`config.mk`:
```
export PLATFORM = sky130hd
export DESIGN_NAME = dma_descriptor_table_builder
export DESIGN_NICKNAME = d
export VERILOG_FILES = /design/src/rtl/dtb_pkg.sv /design/src/rtl/dtb_region_unit.sv /design/src/rtl/dtb_seq.sv /design/src/rtl/dma_descriptor_table_builder.sv
export SDC_FILE = /design/constraint.sdc
export NUM_CORES = 1
export LEC_CHECK = 0
export ABC_AREA = 1
export BUFFER_PORTS_ARGS = -buffer_cell sky130_fd_sc_hd__buf_2
export CORE_MARGIN = 8
export CORE_UTILIZATION = 35
export DETAILED_ROUTE_END_ITERATION = 16
export RECOVER_POWER = 50
export SLEW_MARGIN = 20
export SYNTH_ARGS = -nofsm -noshare
export SYNTH_HDL_FRONTEND = slang
export SYNTH_HIERARCHICAL = 1
export SYNTH_SLANG_ARGS = --single-unit
```
`constraint.sdc`:
```
create_clock -name i_clk -period 5.41 [get_ports i_clk]
set_input_delay 0.2705 -clock i_clk [delete_from_list [all_inputs] [get_ports i_clk]]
set_output_delay 0.2705 -clock i_clk [all_outputs]
set_load 0.02 [all_outputs]
```
`src/rtl/dtb_pkg.sv`:
```
// ----------------------------------------------------------------------------
// dtb_pkg
// Shared types and constants for the descriptor table builder.
// ----------------------------------------------------------------------------
package dtb_pkg;

    localparam int unsigned ADDR_W  = 32;
    localparam int unsigned SIZE_W  = 24;
    localparam int unsigned COUNT_W = 16;
    localparam int unsigned LEN_W   = 17;   // region length, up to 64 KiB
    localparam int unsigned CMD_W   = 4;
    localparam int unsigned STAT_W  = 2;

    localparam logic [LEN_W-1:0]   REGION_SPAN   = 17'h1_0000;
    localparam logic [COUNT_W-1:0] COUNT_MASK    = 16'hFFFE;
    localparam logic [ADDR_W-1:0]  BASE_RESET    = 32'h0008_0000;

    localparam logic [CMD_W-1:0]   CMD_READ_MEM  = 4'h0;
    localparam logic [CMD_W-1:0]   CMD_WRITE_MEM = 4'h8;

    localparam logic [STAT_W-1:0]  ST_OK         = 2'd0;
    localparam logic [STAT_W-1:0]  ST_OVERFLOW   = 2'd1;
    localparam logic [STAT_W-1:0]  ST_ZERO_SIZE  = 2'd2;

    // Operands handed to the region unit
    typedef struct packed {
        logic [ADDR_W-1:0] addr;
        logic [SIZE_W-1:0] bytes_left;
    } t_region_req;

    // Results of one region step
    typedef struct packed {
        logic [LEN_W-1:0]  len;
        logic [SIZE_W-1:0] bytes_next;
        logic [ADDR_W-1:0] addr_next;
    } t_region_res;

endpackage

```
`src/rtl/dtb_region_unit.sv`:
```
// ----------------------------------------------------------------------------
// dtb_region_unit
// Step unit: clips the next region to the 64 KiB boundary and to the
// bytes still left, then advances address and remaining byte count.
// ----------------------------------------------------------------------------
module dtb_region_unit (
    input  dtb_pkg::t_region_req i_req,
    output dtb_pkg::t_region_res o_res
);

    logic [dtb_pkg::LEN_W-1:0]  w_room;
    logic [dtb_pkg::SIZE_W-1:0] w_room_ext;
    logic [dtb_pkg::LEN_W-1:0]  w_len;

    // Bytes up to the next 64 KiB boundary (1..65536)
    assign w_room     = dtb_pkg::REGION_SPAN - {1'b0, i_req.addr[15:0]};
    assign w_room_ext = {{(dtb_pkg::SIZE_W - dtb_pkg::LEN_W){1'b0}}, w_room};
    assign w_len      = (i_req.bytes_left < w_room_ext)
                        ? i_req.bytes_left[dtb_pkg::LEN_W-1:0] : w_room;

    assign o_res.len        = w_len;
    assign o_res.bytes_next = i_req.bytes_left
                              - {{(dtb_pkg::SIZE_W - dtb_pkg::LEN_W){1'b0}}, w_len};
    assign o_res.addr_next  = i_req.addr
                              + {{(dtb_pkg::ADDR_W - dtb_pkg::LEN_W){1'b0}}, w_len};

endmodule

```
`src/rtl/dtb_seq.sv`:
```
// ----------------------------------------------------------------------------
// dtb_seq
// Request sequencer: walks one request through the region unit, one result
// per free output slot, and ends with a descriptor, overflow or error result.
// ----------------------------------------------------------------------------
module dtb_seq #(
    parameter int unsigned MAX_ENTRIES = 8
) (
    input  logic                         i_clk,
    input  logic                         i_rst_n,
    input  logic [dtb_pkg::ADDR_W-1:0]   i_base,
    input  logic                         i_valid,
    output logic                         o_ready,
    input  logic [dtb_pkg::SIZE_W-1:0]   i_transfer_size,
    input  logic                         i_to_device,
    output dtb_pkg::t_region_req         o_req,
    input  dtb_pkg::t_region_res         i_res,
    output logic                         o_valid,
    input  logic                         i_ready,
    output logic [dtb_pkg::ADDR_W-1:0]   o_entry_address,
    output logic [dtb_pkg::COUNT_W-1:0]  o_entry_count,
    output logic                         o_end_of_table,
    output logic [dtb_pkg::CMD_W-1:0]    o_command_byte,
    output logic [dtb_pkg::STAT_W-1:0]   o_status,
    output logic                         o_last
);

    localparam int unsigned CNT_W = $clog2(MAX_ENTRIES + 1);
    localparam logic [CNT_W-1:0] CNT_MAX = CNT_W'(MAX_ENTRIES);

    typedef enum logic {S_IDLE, S_RUN} t_state;

    t_state                       r_state;
    logic [dtb_pkg::SIZE_W-1:0]   r_bytes;
    logic [dtb_pkg::ADDR_W-1:0]   r_addr;
    logic [CNT_W-1:0]             r_cnt;
    logic [dtb_pkg::CMD_W-1:0]    r_cmd;
    logic                         r_valid;
    logic [dtb_pkg::ADDR_W-1:0]   r_out_addr;
    logic [dtb_pkg::COUNT_W-1:0]  r_out_count;
    logic                         r_out_eot;
    logic [dtb_pkg::CMD_W-1:0]    r_out_cmd;
    logic [dtb_pkg::STAT_W-1:0]   r_out_status;
    logic                         r_out_last;

    logic w_slot_free;
    logic w_done;

    assign o_ready     = (r_state == S_IDLE);
    assign w_slot_free = !r_valid || i_ready;
    assign w_done      = (i_res.bytes_next == '0);

    assign o_req.addr       = r_addr;
    assign o_req.bytes_left = r_bytes;

    always_ff @(posedge i_clk) begin
        if (!i_rst_n) begin
            r_state <= S_IDLE;
            r_valid <= 1'b0;
        end else begin
            case (r_state)
                S_IDLE: begin
                    if (r_valid && i_ready) begin
                        r_valid <= 1'b0;
                    end
                    if (i_valid) begin
                        r_bytes <= i_transfer_size;
                        r_addr  <= i_base;
                        r_cnt   <= '0;
                        r_cmd   <= i_to_device ? dtb_pkg::CMD_READ_MEM
                                               : dtb_pkg::CMD_WRITE_MEM;
                        r_state <= S_RUN;
                    end
                end
                S_RUN: begin
                    // a busy slot here means r_valid is high and stalled
                    if (w_slot_free) begin
                        r_valid   <= 1'b1;
                        r_out_cmd <= r_cmd;
                        if (r_bytes == '0) begin
                            // zero-size request: single error result
                            r_out_addr   <= '0;
                            r_out_count  <= '0;
                            r_out_eot    <= 1'b0;
                            r_out_status <= dtb_pkg::ST_ZERO_SIZE;
                            r_out_last   <= 1'b1;
                            r_state      <= S_IDLE;
                        end else if (r_cnt >= CNT_MAX) begin
                            // table full, report where the next region starts
                            r_out_addr   <= r_addr;
                            r_out_count  <= '0;
                            r_out_eot    <= 1'b0;
                            r_out_status <= dtb_pkg::ST_OVERFLOW;
                            r_out_last   <= 1'b1;
                            r_state      <= S_IDLE;
                        end else begin
                            r_out_addr   <= r_addr;
                            r_out_count  <= i_res.len[dtb_pkg::COUNT_W-1:0]
                                            & dtb_pkg::COUNT_MASK;
                            r_out_eot    <= w_done;
                            r_out_status <= dtb_pkg::ST_OK;
                            r_out_last   <= w_done;
                            r_addr       <= i_res.addr_next;
                            r_bytes      <= i_res.bytes_next;
                            r_cnt        <= r_cnt + CNT_W'(1);
                            if (w_done) begin
                                r_state <= S_IDLE;
                            end
                        end
                    end
                end
                default: r_state <= S_IDLE;
            endcase
        end
    end

    assign o_valid         = r_valid;
    assign o_entry_address = r_out_addr;
    assign o_entry_count   = r_out_count;
    assign o_end_of_table  = r_out_eot;
    assign o_command_byte  = r_out_cmd;
    assign o_status        = r_out_status;
    assign o_last          = r_out_last;

endmodule

```
`src/rtl/dma_descriptor_table_builder.sv`:
```
// ----------------------------------------------------------------------------
// dma_descriptor_table_builder
// Builds a bus-master descriptor table for one transfer request.
// ----------------------------------------------------------------------------
// Input channel (i_valid/o_ready): one transaction carries a request, a byte
// size and a direction. Output channel (o_valid/i_ready): one transaction per
// result: up to MAX_ENTRIES descriptors, each stopping at a 64 KiB boundary,
// the last one flagged with o_end_of_table and o_last. A request needing more
// descriptors ends with an overflow result; a zero size gives one error result.
// Config channel (i_cfg_valid/o_cfg_ready): writes the buffer base address,
// always ready; write it only while no request is in flight.
// The request is loaded into the sequencer state S_RUN, and the first result
// is then registered once the output slot is free. Throughput: one result per
// cycle from the region step unit while the output slot is free; o_ready stays
// low until the final result has been loaded.
// A stalled receiver holds the output register and pauses the sequencer.
// Reset: sequencer idle, output empty, base address back to 0x0008_0000.
// ----------------------------------------------------------------------------
module dma_descriptor_table_builder #(
    parameter int unsigned MAX_ENTRIES = 8
) (
    input  logic                         i_clk,
    input  logic                         i_rst_n,
    input  logic                         i_cfg_valid,
    output logic                         o_cfg_ready,
    input  logic [dtb_pkg::ADDR_W-1:0]   i_buffer_base,
    input  logic                         i_valid,
    output logic                         o_ready,
    input  logic [dtb_pkg::SIZE_W-1:0]   i_transfer_size,
    input  logic                         i_to_device,
    output logic                         o_valid,
    input  logic                         i_ready,
    output logic [dtb_pkg::ADDR_W-1:0]   o_entry_address,
    output logic [dtb_pkg::COUNT_W-1:0]  o_entry_count,
    output logic                         o_end_of_table,
    output logic [dtb_pkg::CMD_W-1:0]    o_command_byte,
    output logic [dtb_pkg::STAT_W-1:0]   o_status,
    output logic                         o_last
);

    logic [dtb_pkg::ADDR_W-1:0] r_base;
    dtb_pkg::t_region_req       w_req;
    dtb_pkg::t_region_res       w_res;

    assign o_cfg_ready = 1'b1;

    always_ff @(posedge i_clk) begin
        if (!i_rst_n) begin
            r_base <= dtb_pkg::BASE_RESET;
        end else if (i_cfg_valid) begin
            r_base <= i_buffer_base;
        end
    end

    dtb_region_unit u_region (
        .i_req (w_req),
        .o_res (w_res)
    );

    dtb_seq #(
        .MAX_ENTRIES (MAX_ENTRIES)
    ) u_seq (
        .i_clk           (i_clk),
        .i_rst_n         (i_rst_n),
        .i_base          (r_base),
        .i_valid         (i_valid),
        .o_ready         (o_ready),
        .i_transfer_size (i_transfer_size),
        .i_to_device     (i_to_device),
        .o_req           (w_req),
        .i_res           (w_res),
        .o_valid         (o_valid),
        .i_ready         (i_ready),
        .o_entry_address (o_entry_address),
        .o_entry_count   (o_entry_count),
        .o_end_of_table  (o_end_of_table),
        .o_command_byte  (o_command_byte),
        .o_status        (o_status),
        .o_last          (o_last)
    );

endmodule

```
==> metrics.md <==
| Metric | Value |
|---|---|
| Power Dens Cells | 296 nW/µm² |
| CP Launch Type | register |
| Clock root cell | clkbuf_16 |
| DIE HEIGHT | around 190 µm |
| Ports | 121 |
| DR vias/cell | 4.63 |
| CP bufs+invs | 6 |
| Final cell count without fillers | 2,108 |
| Max-cap violations | 3 |
| Clk slew on worst S/H paths | 0.07 ns |
| Cells after Synth | 1,547 |
| Antenna Cells | 0 |
| Largest cells by area after synthesis | edfxtp_1 (32%), nand2_1 (19%), inv_1 (8.4%) |
| Top-area cell type share of the netlist area | 0.319 |
| Delay-heaviest family, CP | simple AND/OR/NAND/NOR gates |
| Die width | 190 µm |
| Row Count | 64 |
| Initial antenna violation count | 0 |
| Global route overflow | 0 |
| CTS tree | yes |
| IO buf count | 115 |
| CP endpoint | u_seq/r_addr[19]$_DFFE_PP_ |
| GPL Wtd Cong | 0.919 |
| Max stage delay on crit path | 0.42 ns |
| # setup viols final | 0 |
| Core footprint | 30,300 µm² |
| RSZ-0062 raised after global routing | true |
| # fillers | 3,297 |
| Synth warnings | 6 |
| CTS sink cnt | roughly 150 |
| Vias | approximately 9.8k |
| Largest net degree at the start of global routing | between 60 and 70 |
| Power Total | 3.70 mW |
| Worst IR Drop VDD | 0.000210 V |
| Part of the Yosys area used for sequential elements | 0.383 |
| Worst skew pair latency | between 0.4 and 0.5 ns |
| Area growth syn-to-layout | 17.4% |
| Gr usage total | 0.178 |
| Distinct cells, synth | 43 |
| Register area | just over 4000 µm² |
| Initial Utilization | 0.352 |
| Ys async rst share | 0 |
| Layout cells sized above 1 | 0.150 |
| Top cell by count, worst path | nand2_1 |
| Placed cells | between 2k and 2.5k |
| Fin crit period | approximately 5.0 ns |
| Iter 0 DRT Violations | between 500 and 600 |
| Commonest cells post-synth | nand2_1 (550), inv_1 (239), nor2_1 (188) |
| Hpwl dp | 24,800 µm |
| Global-route wire length before repair | 51,100 µm |
| CP startpoint | u_seq/r_addr[1]$_DFFE_PP_ |
| Outcome | complete, but fails checks |
| Die footprint | about 36,000 µm² |
| Max Root-Sink Buffers | 2 |
| Final WL | 31,800 µm |
| Lkg Pwr | 6.34 nW |
| Failing checks | capacitance limit, slew limit |
| Vias in the first global route | 9,782 |
| CTS Buf Count | 17 |
| Register bit total from synthesis | 147 |
| Slew at the pin closest to its max-slew limit | a little under 3 ns |
| Reg-to-reg endpoint | u_seq/r_addr[19]$_DFFE_PP_ |
| Largest area contributor in the netlist | edfxtp_1 |
| Syn avg cell area | slightly below 7 µm² |
| Residual DRC count | 0 |
| Reg2reg start | u_seq/r_addr[1]$_DFFE_PP_ |
| Slew headroom | -0.972 |
| Final Slew Violations | 161 |
| H-tree Lvls | 4 |
| Drt pass-1 iters | 5 |
| Final Hold Violating Endpoints | 0 |
| Avg WL per Cell | 15.1 µm |
| CP Data Arrival Time | between 5 and 6 ns |
| Worst R2R Setup Slack | 0.37 ns |
| Hold Buf Count CTS | 0 |
| Slowest stage cell on the critical path | edfxtp_1 |
| Synth Cell Area | 10,600 µm² |
| Hold Path Depth | 3 |
| Crit path capture type | register |
| Required @ worst endpoint | 5.60 ns |
| Crit-path max FO | 14 |
| Hold crit path type | input port to register |
| Post-route ant nets | 0 |
| F_max | 198 MHz |
| Final Net Count | 1,798 |
| WS Path Type | register to register |
| Clock Skew | approximately 0.015 ns |
| Post-synth EDFFs | between 100 and 150 |
| Cell count along the critical path | 35 |
| Ys flop type | edfxtp_1 |
| Cell with the most instances after synthesis | nand2_1 |
| Multi-input gate area | 5450 µm² |
| Tcrit/Tclk final | 0.932 |
| R2R depth | 35 |
==> cell usage in the layout (no fill, tap or decap), types with 22 or more instances in the layout <==
master / Yosys / layout
buf_2: 8 / 61
ha_1: 37 / 36
clkbuf_1: 11 / 56
a21oi_1: 52 / 47
nand2_2: 21 / 22
edfxtp_1: 113 / 113
nand3_1: 76 / 72
buf_4: 7 / 49
nor2_1: 188 / 180
o21ai_0: 34 / 32
inv_1: 239 / 238
xor2_1: 27 / 26
dfxtp_1: 34 / 33
nand2_1: 550 / 548
==> worst min-delay path by stage <==
| stage | from | end | slack, ns |
|---|---|---|---|
| 2_1_floorplan | i_rst_n | u_seq/o_valid$_SDFFE_PN0P_ | 0.37 |
| 3_3_place_gp | u_seq/r_cmd[3]$_DFFE_PP_ | u_seq/o_command_byte[3]$_DFFE_PP_ | 0.40 |
| 3_5_place_dp | u_seq/r_cmd[3]$_DFFE_PP_ | u_seq/o_command_byte[3]$_DFFE_PP_ | 0.41 |
| 4_1_cts | i_buffer_base[19] | r_base[19]$_SDFFE_PN1P_ | 0.03 |
| 5_1_grt | i_to_device | u_seq/r_cmd[3]$_DFFE_PP_ | 0.05 |
| 6_report | i_buffer_base[19] | r_base[19]$_SDFFE_PN1P_ | 0.05 |
==> final cells by class <==
type,instances,share of cell area
Timing Repair Buffer,168,0.0739
Tap cell,396,0.0397
Inverter,257,0.0772
Multi-Input combinational cell,1108,0.436
Sequential cell,147,0.326
Clock buffer,18,0.0361
Clock inverter,14,0.0112
==> flip-flops by register name, summed over array words and instances (netlist names), 2 cells and up <==
signal / cells
u_seq/o_entry_count: 15
u_seq/o_entry_address: 32
r_base: 32
u_seq/o_status: 2
u_seq/r_bytes: 24
u_seq/r_cnt: 4
u_seq/r_addr: 32
==> worst reg2reg max path, delay by kind of cell, from the launching register on <==
family          cells  cell delay (ns)
compound gates      1             0.25
fa+ha+maj           3             0.79
flops               1             0.42
buf+inv             6             0.58
simple gates       25             2.78
==> kinds of logic (layout without fill, tap and decap cells) <==
group | Yosys count | in the layout | share of synthesized area
and+or+nand+nor | 923 | 924 | 0.371
xor gates and xnor gates | 34 | 34 | 0.0280
AOI/OAI and AO/OA | 108 | 108 | 0.0560
adders and majority gates | 37 | 37 | 0.0435
DFF | 147 | 147 | 0.383
other | 2 | 5 | 0.000706
buffers and inverters | 296 | 457 | 0.118
==> per-stage QoR <==
stage | hold slack, ns | instance area [µm²] | TNS (ns) | worst slack (ns) | utilization
after floorplan | 0.374 | 10700 | 0 | 0.459 | -
after global placement | 0.401 | 11800 | 0 | 0.218 | 0.389
after detailed placement | 0.415 | 11800 | 0 | 0.0573 | 0.389
after CTS | 0.0344 | 12400 | 0 | 0.0284 | 0.409
after global routing | 0.0517 | 12500 | -1.22 | -0.148 | 0.413
final | 0.0467 | 12500 | 0 | 0.366 | 0.413
==> per-layer routing <==
layer / vias to the layer above / routed length [µm] / track usage
li1: 5110 / - / -
met1: 4424 / 14900 / 0.230
met2: 194 / 15000 / 0.300
met3: 42 / 1100 / 0.0256
met4: 0 / 711 / 0.0582
met5: - / 0 / 0
==> repair_timing <==
item / CTS / global route
hold endpoints to repair: 0 / 0
setup buffers: 0 / 13
resized for setup: 0 / 28
setup endpoints to repair: 0 / 31
==> where the power goes <==
part	switching (mW)	internal, mW
clock	0.531	0.675
sequential	0.0737	1.33
combinational	0.721	0.372
total	1.33	2.37
(Power assumes the default switching activity.)
